--- config.mk ---
export PLATFORM = sky130hd
export DESIGN_NAME = der_tlv_type_finder
export DESIGN_NICKNAME = d
export VERILOG_FILES = /design/src/sv/dtf_pkg.sv /design/src/sv/dtf_scan.sv /design/src/sv/dtf_queue.sv /design/src/sv/der_tlv_type_finder.sv
export SDC_FILE = /design/constraint.sdc
export NUM_CORES = 1
export LEC_CHECK = 0
export ABC_AREA = 1
export BUFFER_PORTS_ARGS = -buffer_cell sky130_fd_sc_hd__buf_2
export CAP_MARGIN = 30
export CORE_ASPECT_RATIO = 1.1
export CORE_UTILIZATION = 60
export CTS_BUF_LIST = sky130_fd_sc_hd__clkbuf_8
export CTS_CLUSTER_DIAMETER = 50
export DETAILED_ROUTE_END_ITERATION = 8
export HOLD_SLACK_MARGIN = 0.03
export PLACE_DENSITY_LB_ADDON = 0.08
export SLEW_MARGIN = 30
export SYNTH_ARGS = -nofsm -noshare
export SYNTH_HDL_FRONTEND = slang
export SYNTH_SLANG_ARGS = --single-unit
--- constraint.sdc ---
create_clock -name i_clk -period 34 [get_ports i_clk]
set_clock_uncertainty 0.15 [all_clocks]
set_input_delay 1.7 -clock i_clk [delete_from_list [all_inputs] [get_ports i_clk]]
set_output_delay 1.7 -clock i_clk [all_outputs]
set_load 0.02 [all_outputs]
--- src/sv/dtf_pkg.sv ---
// Package: shared types and constants for the DER TLV type finder.
`default_nettype none
package dtf_pkg;
    typedef enum logic [2:0] {
        PH_IDLE, PH_TAG, PH_NULL, PH_OIDLEN, PH_LEN1, PH_LENN, PH_SKIP
    } t_phase;

    typedef enum logic [3:0] {
        ST_FOUND = 4'd0, ST_NOT_FOUND = 4'd1, ST_TRUNC_TAG = 4'd2, ST_BAD_NULL = 4'd3,
        ST_OID_OVERRUN = 4'd4, ST_PRIM_LEN_BAD = 4'd5, ST_CONTENT_OVERRUN = 4'd6,
        ST_CONS_LEN_BAD = 4'd7, ST_UNKNOWN_TYPE = 4'd8
    } t_status;

    typedef enum logic [1:0] {KIND_OTHER, KIND_PRIM, KIND_CONS} t_kind;

    localparam logic [5:0] TAG_NULL = 6'h05;
    localparam logic [5:0] TAG_OID  = 6'h06;
    localparam logic [5:0] TAG_22   = 6'h22;

    typedef struct packed {
        t_status     status;
        logic [31:0] position;
        logic [31:0] content_length;
        logic [5:0]  bad_type;
    } t_result;

    function automatic t_kind kind_of(input logic [5:0] t);
        unique case (t)
            6'h00, 6'h01, 6'h02, 6'h03, 6'h04, 6'h0A, 6'h0C, 6'h13, 6'h14,
            6'h16, 6'h17, 6'h18, 6'h1E: kind_of = KIND_PRIM;
            6'h20, 6'h21, 6'h23, 6'h24, 6'h30, 6'h31: kind_of = KIND_CONS;
            default: kind_of = KIND_OTHER;
        endcase
    endfunction
endpackage
`default_nettype wire

--- src/sv/dtf_scan.sv ---
// Front part: per-byte TLV header walk, produces at most one result per byte.
`default_nettype none
module dtf_scan #(
    parameter int MAX_LENGTH_BYTES = 4
) (
    input  wire logic            i_clk,
    input  wire logic            i_rst_n,
    input  wire logic            i_valid,
    input  wire logic            i_start_req,
    input  wire logic [5:0]      i_search_type,
    input  wire logic [31:0]     i_region_length,
    input  wire logic [7:0]      i_data_byte,
    output dtf_pkg::t_result     o_result,
    output logic                 o_result_valid
);
    localparam int NW = $clog2(MAX_LENGTH_BYTES + 1);

    dtf_pkg::t_phase r_phase, n_phase;
    logic [31:0] r_pos, n_pos, r_size, n_size, r_acc, n_acc, r_skip, n_skip;
    logic [5:0]  r_want, n_want, r_tag, n_tag;
    logic [NW-1:0] r_left, n_left;

    always_ff @(posedge i_clk) begin
        if (!i_rst_n) begin
            r_phase <= dtf_pkg::PH_IDLE;
            r_pos <= '0; r_size <= '0; r_acc <= '0; r_skip <= '0;
            r_want <= '0; r_tag <= '0; r_left <= '0;
        end else if (i_valid) begin
            r_phase <= n_phase;
            r_pos <= n_pos; r_size <= n_size; r_acc <= n_acc; r_skip <= n_skip;
            r_want <= n_want; r_tag <= n_tag; r_left <= n_left;
        end
    end

    always_comb begin
        logic [31:0] p, rem, q, len, acc8;
        logic [6:0]  n;
        logic        fin, adv;
        dtf_pkg::t_phase ph;
        n_phase = r_phase; n_pos = r_pos; n_size = r_size; n_acc = r_acc;
        n_skip = r_skip; n_want = r_want; n_tag = r_tag; n_left = r_left;
        o_result_valid = 1'b0;
        o_result = '{dtf_pkg::ST_NOT_FOUND, 32'd0, 32'd0, 6'd0};
        fin = 1'b0; adv = 1'b0; len = '0; n = i_data_byte[6:0];
        acc8 = {r_acc[23:0], i_data_byte};
        ph = r_phase;
        if (i_start_req) begin
            n_want = i_search_type; n_size = i_region_length;
            n_pos = '0; n_tag = '0; n_acc = '0; n_left = '0; n_skip = '0;
            ph = dtf_pkg::PH_TAG;
            n_phase = dtf_pkg::PH_TAG;
        end
        p = i_start_req ? 32'd0 : r_pos;
        rem = n_size - p;
        q = p + 32'd1;
        if (i_start_req && i_region_length == 32'd0) begin
            o_result_valid = 1'b1;
        end else if (ph != dtf_pkg::PH_IDLE) begin
            if (p >= n_size) begin
                o_result_valid = 1'b1;
            end else begin
                unique case (ph)
                    dtf_pkg::PH_TAG: begin
                        if (rem < 32'd2) begin
                            o_result_valid = 1'b1;
                            o_result = '{dtf_pkg::ST_TRUNC_TAG, p, 32'd0, 6'd0};
                        end else begin
                            n_tag = i_data_byte[5:0];
                            adv = 1'b1;
                            if (n_tag == dtf_pkg::TAG_NULL) n_phase = dtf_pkg::PH_NULL;
                            else if (n_tag == dtf_pkg::TAG_OID) n_phase = dtf_pkg::PH_OIDLEN;
                            else if (dtf_pkg::kind_of(n_tag) != dtf_pkg::KIND_OTHER)
                                n_phase = dtf_pkg::PH_LEN1;
                            else if (n_tag == dtf_pkg::TAG_22) begin
                                n_skip = 32'd1; n_phase = dtf_pkg::PH_SKIP;
                            end else begin
                                adv = 1'b0;
                                o_result_valid = 1'b1;
                                o_result = '{dtf_pkg::ST_UNKNOWN_TYPE, p, 32'd0, n_tag};
                            end
                        end
                    end
                    dtf_pkg::PH_NULL: begin
                        if (i_data_byte != 8'd0) begin
                            o_result_valid = 1'b1;
                            o_result = '{dtf_pkg::ST_BAD_NULL, p, 32'd0, 6'd0};
                        end else begin
                            n_phase = dtf_pkg::PH_TAG; adv = 1'b1;
                        end
                    end
                    dtf_pkg::PH_OIDLEN: begin
                        if ({24'd0, i_data_byte} > rem - 32'd1) begin
                            o_result_valid = 1'b1;
                            o_result = '{dtf_pkg::ST_OID_OVERRUN, p, 32'd0, 6'd0};
                        end else begin
                            n_skip = {24'd0, i_data_byte};
                            n_phase = (i_data_byte != 8'd0) ? dtf_pkg::PH_SKIP
                                                             : dtf_pkg::PH_TAG;
                            adv = 1'b1;
                        end
                    end
                    dtf_pkg::PH_LEN1: begin
                        if (!i_data_byte[7]) begin
                            fin = 1'b1; len = {24'd0, i_data_byte};
                        end else if ({25'd0, n} > rem - 32'd1 ||
                                     {25'd0, n} > 32'(MAX_LENGTH_BYTES)) begin
                            o_result_valid = 1'b1;
                            o_result = '{(dtf_pkg::kind_of(r_tag) == dtf_pkg::KIND_CONS)
                                         ? dtf_pkg::ST_CONS_LEN_BAD
                                         : dtf_pkg::ST_PRIM_LEN_BAD, p, 32'd0, 6'd0};
                        end else if (n == 7'd0) begin
                            fin = 1'b1;
                        end else begin
                            n_acc = '0; n_left = NW'(n - 7'd1);
                            n_phase = dtf_pkg::PH_LENN; adv = 1'b1;
                        end
                    end
                    dtf_pkg::PH_LENN: begin
                        n_acc = acc8;
                        if (r_left == '0) begin
                            fin = 1'b1; len = acc8;
                        end else begin
                            n_left = r_left - NW'(1); adv = 1'b1;
                        end
                    end
                    dtf_pkg::PH_SKIP: begin
                        n_skip = (r_skip != 32'd0) ? r_skip - 32'd1 : r_skip;
                        if (n_skip == 32'd0) n_phase = dtf_pkg::PH_TAG;
                        adv = 1'b1;
                    end
                    default: begin
                        n_phase = dtf_pkg::PH_IDLE;
                    end
                endcase
                if (fin) begin
                    adv = 1'b1;
                    if (dtf_pkg::kind_of(r_tag) == dtf_pkg::KIND_CONS) begin
                        n_phase = dtf_pkg::PH_TAG;
                    end else if (len > n_size - q) begin
                        adv = 1'b0; o_result_valid = 1'b1;
                        o_result = '{dtf_pkg::ST_CONTENT_OVERRUN, q, 32'd0, 6'd0};
                    end else if (r_tag == r_want) begin
                        adv = 1'b0; o_result_valid = 1'b1;
                        o_result = '{dtf_pkg::ST_FOUND, q, len, 6'd0};
                    end else if (len == 32'd0) begin
                        n_phase = dtf_pkg::PH_TAG;
                    end else begin
                        n_skip = len; n_phase = dtf_pkg::PH_SKIP;
                    end
                end
                if (adv) begin
                    n_pos = q;
                    if (n_phase == dtf_pkg::PH_TAG && q >= n_size) o_result_valid = 1'b1;
                end
            end
        end
        if (o_result_valid) n_phase = dtf_pkg::PH_IDLE;
    end
endmodule
`default_nettype wire

--- src/sv/dtf_queue.sv ---
// Back part: small result queue that drives the output stream.
`default_nettype none
module dtf_queue (
    input  wire logic         i_clk,
    input  wire logic         i_rst_n,
    input  wire logic         i_push,
    input  wire dtf_pkg::t_result i_result,
    output logic              o_ready,
    output logic              o_tvalid,
    input  wire logic         i_tready,
    output dtf_pkg::t_result  o_result
);
    dtf_pkg::t_result r_mem [2];
    logic r_wp, r_rp;
    logic [1:0] r_cnt;
    logic pop;

    assign pop      = o_tvalid && i_tready;
    assign o_tvalid = r_cnt != 2'd0;
    assign o_ready  = r_cnt != 2'd2;
    assign o_result = r_mem[r_rp];

    always_ff @(posedge i_clk) begin
        if (i_push) r_mem[r_wp] <= i_result;
    end

    always_ff @(posedge i_clk) begin
        if (!i_rst_n) begin
            r_wp <= 1'b0; r_rp <= 1'b0; r_cnt <= 2'd0;
        end else begin
            if (i_push) r_wp <= ~r_wp;
            if (pop) r_rp <= ~r_rp;
            r_cnt <= r_cnt + {1'b0, i_push} - {1'b0, pop};
        end
    end
endmodule
`default_nettype wire

--- src/sv/der_tlv_type_finder.sv ---
// Top level: DER TLV type finder, byte stream in, one result per region out.
// A result is registered in the result queue when the byte that decides it is accepted.
// Throughput: one byte per cycle while the queue has room; the scanner decides each byte combinationally.
// A two-entry result queue decouples the output; input stalls only when it is full.
// Reset (synchronous, active low) returns the scanner to idle and empties the queue.
`default_nettype none
module der_tlv_type_finder #(
    parameter int MAX_LENGTH_BYTES = 4
) (
    input  wire logic        i_clk,
    input  wire logic        i_rst_n,
    input  wire logic        s_axis_tvalid,
    output logic             s_axis_tready,
    input  wire logic [47:0] s_axis_tdata,  // search_type[5:0], region_length[37:6], data_byte[45:38]
    input  wire logic        s_axis_tuser,  // start_req
    output logic             m_axis_tvalid,
    input  wire logic        m_axis_tready,
    output logic [79:0]      m_axis_tdata   // status[3:0], position[35:4], content_length[67:36], bad_type[73:68]
);
    dtf_pkg::t_result res, qres;
    logic res_v, acc;

    assign acc = s_axis_tvalid && s_axis_tready;

    dtf_scan #(.MAX_LENGTH_BYTES(MAX_LENGTH_BYTES)) u_scan (
        .i_clk, .i_rst_n, .i_valid(acc), .i_start_req(s_axis_tuser),
        .i_search_type(s_axis_tdata[5:0]), .i_region_length(s_axis_tdata[37:6]),
        .i_data_byte(s_axis_tdata[45:38]), .o_result(res), .o_result_valid(res_v)
    );

    dtf_queue u_queue (
        .i_clk, .i_rst_n, .i_push(acc && res_v), .i_result(res),
        .o_ready(s_axis_tready), .o_tvalid(m_axis_tvalid),
        .i_tready(m_axis_tready), .o_result(qres)
    );

    assign m_axis_tdata = {6'd0, qres.bad_type, qres.content_length, qres.position,
                           qres.status};

    a_status_range: assert property (@(posedge i_clk) disable iff (!i_rst_n)
        m_axis_tvalid |-> m_axis_tdata[3:0] <= 4'd8) else $error("bad status");
    a_bad_type_only_unknown: assert property (@(posedge i_clk) disable iff (!i_rst_n)
        (m_axis_tvalid && m_axis_tdata[3:0] != dtf_pkg::ST_UNKNOWN_TYPE)
        |-> m_axis_tdata[73:68] == 6'd0) else $error("bad_type set");
    a_zero_region: assert property (@(posedge i_clk) disable iff (!i_rst_n)
        (acc && s_axis_tuser && s_axis_tdata[37:6] == 32'd0) |-> res_v)
        else $error("missing not-found");
endmodule
`default_nettype wire
# After elaboration in Yosys (flattened, before gate mapping)
# Memories as Yosys holds them, arrays and structs flattened. A register that Yosys moved wholly into a read port is not among the register bits.
# Index checks and enable logic that the tools add are counted.
dict set report classes {
  n_addsub 9
  mux 167
  n_reduce_logical 17
  order_cmp 7
  bitwise 2
  eq_ne 14
}
# op n
set ops {}
lappend ops {{32-bit two-way mux} 33}
lappend ops {{74-bit two-way mux} 14}
lappend ops {{74-bit one-hot mux with 4 select lines} 1}
lappend ops {{32-bit one-hot mux with 2 select lines} 2}
lappend ops {{3-bit two-way mux} 33}
lappend ops {{32-bit logical NOT} 3}
lappend ops {{32-bit one-hot mux with 3 select lines} 1}
lappend ops {{73-bit two-way mux} 1}
lappend ops {{72-bit two-way mux} 1}
lappend ops {{32-bit >= comparator} 2}
lappend ops {{32-bit by 1-bit subtractor with 32-bit output (second input constant)} 2}
lappend ops {{32-bit subtractor} 2}
lappend ops {{6-bit two-way mux} 10}
lappend ops {{1-bit two-way mux} 47}
lappend ops {{2-bit two-way mux} 18}
lappend ops {{32-bit by 1-bit adder with 32-bit output (second input constant)} 1}
lappend ops {{32-bit > comparator} 1}
lappend ops {{7-bit by 32-bit > comparator with 1-bit output} 1}
lappend ops {{8-bit by 32-bit > comparator with 1-bit output} 1}
lappend ops {{32-bit by 2-bit less-than comparator with 1-bit output (second input constant)} 1}
lappend ops {{32-bit nonzero test} 1}
lappend ops {{3-bit one-hot mux with 6 select lines} 1}
lappend ops {{6-bit by 3-bit equality test with 1-bit output (second input constant)} 2}
lappend ops {{3-bit equality test (second input constant)} 3}
lappend ops {{other kinds (24)} 34}
dict set report totals {
  mem_count 4
  ram_bits 148
  rom_bits 384
  register_bits 150
  input_bits 53
  wordCells 231
  out_inout_bits 82
}
# name words width read_ports rd_ports_with_merged_regs write_ports line
set mem_list {}
lappend mem_list {u_queue.r_mem 2 74 1 1 1 dtf_queue.sv:13} ;# dtf_pkg::t_result r_mem [2];
lappend mem_list {{(name not given)} 64 2 1 0 0 dtf_pkg.sv:28} ;# unique case (t)
lappend mem_list {{(name not given)} 64 2 1 1 0 dtf_pkg.sv:28}
lappend mem_list {{(name not given)} 64 2 1 1 0 dtf_pkg.sv:28}

# Longest topological paths before layout
dict set report logic_depth {
  word_depth 31
  mapped_depth 57
}

# Cells and area by module
# From an unflattened synthesis, not the netlist that was laid out.
dict set report hier_totals {
  cells_unflattened 3274
  hier_area_um2 23074.6
}
# module n_inst cells_each seq_area_each_um2 area_each_um2
set modules_own_cells {}
lappend modules_own_cells {dtf_scan 1 2997 2802.7 17184.0}
lappend modules_own_cells {dtf_queue 1 266 4544.4 5824.3}
lappend modules_own_cells {der_tlv_type_finder 1 11 0.0 66.3}

# Least setup slack after synthesis
# No wires, ideal clock.
dict set report synth_path {
  path_type {input to register}
  from {input s_axis_tuser}
  to {memory u_queue.r_mem[0][0] in the netlist's numbering (enable)}
  setup_time_ps 507
  path_slack_ps 21314
  path_stages 47
  arrival_ps 12029
  t_required_ps 33343
  n_path_buf 4
  path_cell_list {buf_4 clkbuf_1 clkbuf_1 clkbuf_1 nor2_1 ha_1 inv_1 nor3_1 xor2_1 inv_1 ha_1 a21o_1 a21oi_1 o21bai_1 a21oi_1 o21ai_1 a21boi_0 o21ai_1 [11 not listed] ha_1 nand2_1 nor2_1 nand4_1 nor4_1 a32o_1 clkinv_1 nor2_1 inv_1 o21ai_0 nand2_1 a21oi_1 nand3_1 nand2_1 nand2_2 nand2_2 nand2_1 nor2_1}
}
dict set report synth_via {
  elab_chain_cells 25
  word_cells_on_any_way 83
  classes_between {4 x add/sub; 6 x order compare; 7 x eq/ne; 60 x mux; 6 x reduce/logical}
}
# element line
set synth_lines {}
lappend synth_lines {{from (decl)} der_tlv_type_finder.sv:15} ;# input wire logic s_axis_tuser,
lappend synth_lines {{32-bit two-way mux, or another cell as far along} dtf_scan.sv:47} ;# if (i_start_req) begin
lappend synth_lines {{32-bit subtractor / 3-bit equality test (equally long branches)} {dtf_scan.sv:54, dtf_scan.sv:62}}
lappend synth_lines {{32-bit by 1-bit subtractor with 32-bit output / 32-bit one-hot mux with 2 select lines (equally long branches)} {dtf_scan.sv:92, dtf_scan.sv:105, dtf_scan.sv:62}}
lappend synth_lines {{7-bit by 32-bit > comparator with 1-bit output / 32-bit two-way mux (equally long branches)} {dtf_scan.sv:105, dtf_scan.sv:59}}
lappend synth_lines {{1-bit logical OR / 32-bit two-way mux (equally long branches)} {dtf_scan.sv:105, dtf_scan.sv:58}}
lappend synth_lines {{3-bit two-way mux, or another cell as far along} dtf_scan.sv:105} ;# end else if ({25'd0, n} > rem - 32'd1 ||
lappend synth_lines {{3-bit two-way mux, or another cell as far along} dtf_scan.sv:103} ;# if (!i_data_byte[7]) begin
lappend synth_lines {{3-bit one-hot mux with 6 select lines, or another cell as far along} dtf_scan.sv:62} ;# unique case (ph)
lappend synth_lines {{[9 not listed]} n/a}
lappend synth_lines {{1-bit two-way mux} dtf_scan.sv:153} ;# if (n_phase == dtf_pkg::PH_TAG && q >= n_size) o_result_valid = 1'b1;
lappend synth_lines {{1-bit two-way mux} dtf_scan.sv:151} ;# if (adv) begin
lappend synth_lines {{1-bit two-way mux} dtf_scan.sv:59} ;# if (p >= n_size) begin
lappend synth_lines {{1-bit two-way mux} dtf_scan.sv:58} ;# end else if (ph != dtf_pkg::PH_IDLE) begin
lappend synth_lines {{1-bit two-way mux (*)} dtf_scan.sv:56} ;# if (i_start_req && i_region_length == 32'd0) begin
lappend synth_lines {{1-bit logical AND (*)} der_tlv_type_finder.sv:32} ;# .i_clk, .i_rst_n, .i_push(acc && res_v), .i_result(res),
lappend synth_lines {{1-bit two-way mux (*)} dtf_queue.sv:24} ;# if (i_push) r_mem[r_wp] <= i_result;
lappend synth_lines {{1-bit two-way mux (not written as such) (*)} dtf_queue.sv:24}
lappend synth_lines {{to (decl)} dtf_queue.sv:13}
# Every way passes the cells marked *; elsewhere a longest branch is shown, timed or not. The select of a mux whose other input is x is not followed.

# Worst setup path after layout
dict set report layout_path {
  from {input s_axis_tuser}
  to {register u_queue.r_cnt[1]}
}
dict set report layout_via {
  elab_chain_cells 25
  word_cells_on_any_way 83
  classes_between {6 x add/sub; 6 x order compare; 7 x eq/ne; 58 x mux; 6 x reduce/logical}
}
# element line
set layout_lines {}
lappend layout_lines {{32-bit two-way mux, or another cell as far along} dtf_scan.sv:47}
lappend layout_lines {{32-bit subtractor / 3-bit equality test (equally long branches)} {dtf_scan.sv:54, dtf_scan.sv:62}}
lappend layout_lines {{32-bit by 1-bit subtractor with 32-bit output / 32-bit one-hot mux with 2 select lines (equally long branches)} {dtf_scan.sv:92, dtf_scan.sv:105, dtf_scan.sv:62}}
lappend layout_lines {{7-bit by 32-bit > comparator with 1-bit output / 32-bit two-way mux (equally long branches)} {dtf_scan.sv:105, dtf_scan.sv:59}}
lappend layout_lines {{1-bit logical OR / 32-bit two-way mux (equally long branches)} {dtf_scan.sv:105, dtf_scan.sv:58}}
lappend layout_lines {{3-bit two-way mux, or another cell as far along} dtf_scan.sv:105}
lappend layout_lines {{3-bit two-way mux, or another cell as far along} dtf_scan.sv:103}
lappend layout_lines {{3-bit one-hot mux with 6 select lines, or another cell as far along} dtf_scan.sv:62}
lappend layout_lines {{[9 not listed]} n/a}
lappend layout_lines {{1-bit two-way mux} dtf_scan.sv:153}
lappend layout_lines {{1-bit two-way mux} dtf_scan.sv:151}
lappend layout_lines {{1-bit two-way mux} dtf_scan.sv:59}
lappend layout_lines {{1-bit two-way mux} dtf_scan.sv:58}
lappend layout_lines {{1-bit two-way mux (*)} dtf_scan.sv:56}
lappend layout_lines {{1-bit logical AND (*)} der_tlv_type_finder.sv:32}
lappend layout_lines {{2-bit by 1-bit adder with 2-bit output (*)} dtf_queue.sv:33} ;# r_cnt <= r_cnt + {1'b0, i_push} - {1'b0, pop};
lappend layout_lines {{2-bit by 1-bit subtractor with 2-bit output (*)} dtf_queue.sv:33}
lappend layout_lines {{to (signal assigned)} dtf_queue.sv:33}
lappend layout_lines {{to (decl)} dtf_queue.sv:15} ;# logic [1:0] r_cnt;
# Marks and branches as above.
# A chain may end at the register's enable or synchronous reset.

==> impl_results.md <==
* Minimum clock period after layout at around 12 ns
* Worst hold path depth at 2
* Post-CTS Resized at 0
* Cell Pwr Density at 59.3 nW/um2
* Starting Density at 0.607
* Leak at ~10 nW
* WHS Endpoint: u_scan.r_size[15]$_SDFFE_PN0P_
* Buf/Inv on CP at 9
* Largest net degree at the start of global routing at 98
* Synth cell count leaders: 718 x nand2_1, 372 x inv_1, 347 x a21oi_1, 291 x nor2_1, 182 x o21ai_0
* Fmax at 80.0 MHz
* Delay-heaviest family, CP: compound AO/OA/AOI/OAI gates
* Reg2Reg Capture Point: u_queue.r_cnt[1]$_SDFF_PN0_
* Setup TNS at 0 ns
* Wl on met1 at between 20 and 30 mm
* Global-route usage over all layers at 0.395
* Setup WS pre-CTS at 20.71 ns
* Chip width at roughly 190 um
* Yosys warns at 0
* Syn Inst Count at 3201
* Worst-margin pin slew at 1.01 ns
* Share of the synthesized area in the top cell type at 0.198
* Sequential-to-total area share from yosys stat at 0.327
* PnR worst setup slack at approximately 22 ns
* Routed length on met2 at 36.4 mm
* CTS Buf Count at between 50 and 60
* Port Buf Inserts at 126
* Initial antenna violation count at 0
* Fraction of layout cells with a size suffix above 1 at 0.109
* Max_slew headroom at 0.329
* IO Pins at roughly 140
* Final hold violation count at 0
* Nets at between 3000 and 4000
* CP Data Required Time at between 30 and 40 ns
* Min-delay worst type: register to register
* First-pass GRT wire length at 118 mm
* Hold Path Origin: u_scan.r_size[15]$_SDFFE_PN0P_
* Outcome: finished, final reports clean
* Synth top area cells: edfxtp_1 20%, dfxtp_1 13%, nand2_1 12%
* Critical path peak fanout at 55
* Antenna-violating nets left at 0
* Worst Setup Start Kind: input pin
* Postcts setup bufs at 0
* Most frequent cell after synthesis: nand2_1
* HPWL Detailed at 57.4 mm
* Layout area overhead at 8.24%
* Synth cell types at 64
* Met3 wire length at around 6 mm
* CP endpoint kind: register
* CTS clock-pin slew for the worst setup and hold paths at 0.06 ns
* Cell area after synthesis at ~22000 um2
* Detailed Routing Iterations Pass 1 at 8
* Clock tree buffer depth at 3
* Finished Layout Cells at about 3800
* Most common flop cell mapped by yosys: edfxtp_1
* RSZ-0062 raised after global routing: no
* Max layer used: met4
* Critical Path AT at 12.89 ns
* Worst vdd ir at 0.0000469 V
* CTS Sinks at 293
* Slew Limit Fails at 0
* Util after Layout at 0.657
* Final GP Congestion at 1.09
* Inst Count DP at 3709
* Worst Setup Path Type: input pin to register
* Post-detailed-route wirelength per cell at 20.1 um
* Number of diodes at 0
* Register bit total from synthesis at roughly 290
* Worst-Skew Late Latency at 0.67 ns
* H-tree Lvls at 2
* CP max-delay cell: inv_2
* CTS tree: yes
* GRT overflow at 0
* Setup-failing EPs final at 0
* Worst R2R Path Depth at 48
* Rows at 74
* Die ar. at 38300 um2
* Vias per inst at 6.12
* Post-synth ARST share at 0
* WL final at 76.5 mm
* Initial DRC Count at ~2100
* Die height at 205 um
* Core Box Area at 37000 um2
* DRC Markers at 0
* Clock root cell: clkbuf_8
* Synth Area per Inst at 7.03 um2
* FF-to-FF Start: u_scan.r_pos[1]$_SDFFE_PN0P_
* EDFF count, synth at 148
* Maxcap violations at 0
* Critical path's largest stage delay at 0.73 ns
* Vias in the first global route at 22100
* Leading area contributor after synthesis: edfxtp_1
* Hold-fix buffers, CTS at 0
* R2R Setup Slk at 23.53 ns
* Routed vias at 23300
* Fin crit share at 0.368
## worst min-delay path, delay by kind of cell, from the launching register on
| family | cells | cell delay (ns) |
|---|---|---|
| AOI/OAI and AO/OA | 1 | 0.05 |
| DFF | 1 | 0.29 |
| buffers and inverters | 1 | 0.05 |
## through the flow
step	cell area [um2]	hold slack, ns	power (mW)
after floorplan	22500	0.274	0.934
after global placement	23300	0.277	1.10
after detailed placement	23300	0.291	1.11
after CTS	24300	0.300	1.43
after global routing	24300	0.321	1.53
final	24300	0.299	1.44
## state kept, by name, summed over array words and instances, names as in the netlist, named ones only
name and flops:
u_scan.r_pos 32, u_scan.r_acc 24, u_queue.r_cnt 2, u_scan.r_tag 6, u_scan.r_phase 3, u_scan.r_size 32
u_scan.r_left 3, u_scan.r_skip 32, u_scan.r_want 6, u_queue.r_mem 148, u_queue.r_rp 1, u_queue.r_wp 1
## layout by cell type (no fill, tap or decap), types with 5 or more instances in the layout
cell and instances:
xor2_1 57, nand2_1 717, or2_2 9, nand3_1 148, nor2_1 289, buf_2 126
nand2_2 16, o22ai_1 18, o21bai_1 6, a21oi_1 347, o211ai_1 34, nor2_2 15
nand4_1 57, nor3_1 88, ha_1 112, a211oi_1 36, edfxtp_1 148, clkbuf_8 56
o221ai_1 9, a31oi_1 8, o21ai_1 14, clkinv_1 17, xnor2_1 33, nand3b_1 7
nor4_1 33, nand3_2 8, inv_2 9, mux2_2 74, buf_4 14, o31ai_1 23
inv_1 386, dfxtp_1 143, clkinv_2 5, a21boi_0 7, conb_1 6, o21ai_0 182
## layout make-up
type                    count  area, um2
multi-input cells        2395      13200
fillers                  3341      12700
flip-flops and latches    293       7350
inverters                 384       1450
repair buffers            144        785
clock buffers              56        771
well taps                 494        618
clock inverters            39        221
## cell families (layout without fill, tap and decap cells)
family | after synthesis | count (layout) | share of synthesized area
flip-flops | 293 | 293 | 0.327
other | 1 | 6 | 0.000167
AO/OA/AOI/OAI | 703 | 703 | 0.174
XOR/XNOR | 91 | 91 | 0.0358
adder cells (fa/ha/maj) | 114 | 114 | 0.0641
multiplexers | 75 | 75 | 0.0375
AND/OR/NAND/NOR | 1406 | 1406 | 0.271
buffers and inverters | 518 | 623 | 0.0903
## worst max path at each step
stage | startpoint | end | slack (ns) | depth (start not counted)
6_report | s_axis_tuser | u_queue.r_cnt[1]$_SDFF_PN0_ | 21.50 | 49
5_1_grt | s_axis_tuser | u_queue.r_cnt[1]$_SDFF_PN0_ | 20.66 | 49
4_1_cts | s_axis_tuser | u_queue.r_cnt[1]$_SDFF_PN0_ | 21.31 | 49
3_5_place_dp | s_axis_tuser | u_queue.r_cnt[1]$_SDFF_PN0_ | 20.71 | 49
3_3_place_gp | s_axis_tuser | u_queue.r_mem[0][23]$_DFFE_PP_ | 20.90 | 46
2_1_floorplan | s_axis_tuser | u_queue.r_mem[0][0]$_DFFE_PP_ | 21.31 | 47
## power breakdown
group          internal [mW]  leakage, nW  total [mW]  switching, mW
sequential             0.413         2.55       0.442         0.0288
combinational          0.218         6.93       0.681          0.463
clock                  0.167        0.575       0.320          0.152
## routing by layer
layer	up-vias	track usage
li1	11000	-
met1	10800	0.441
met2	1196	0.688
met3	309	0.0582
met4	0	0.293
met5	-	0
(Power assumes the default switching activity.)
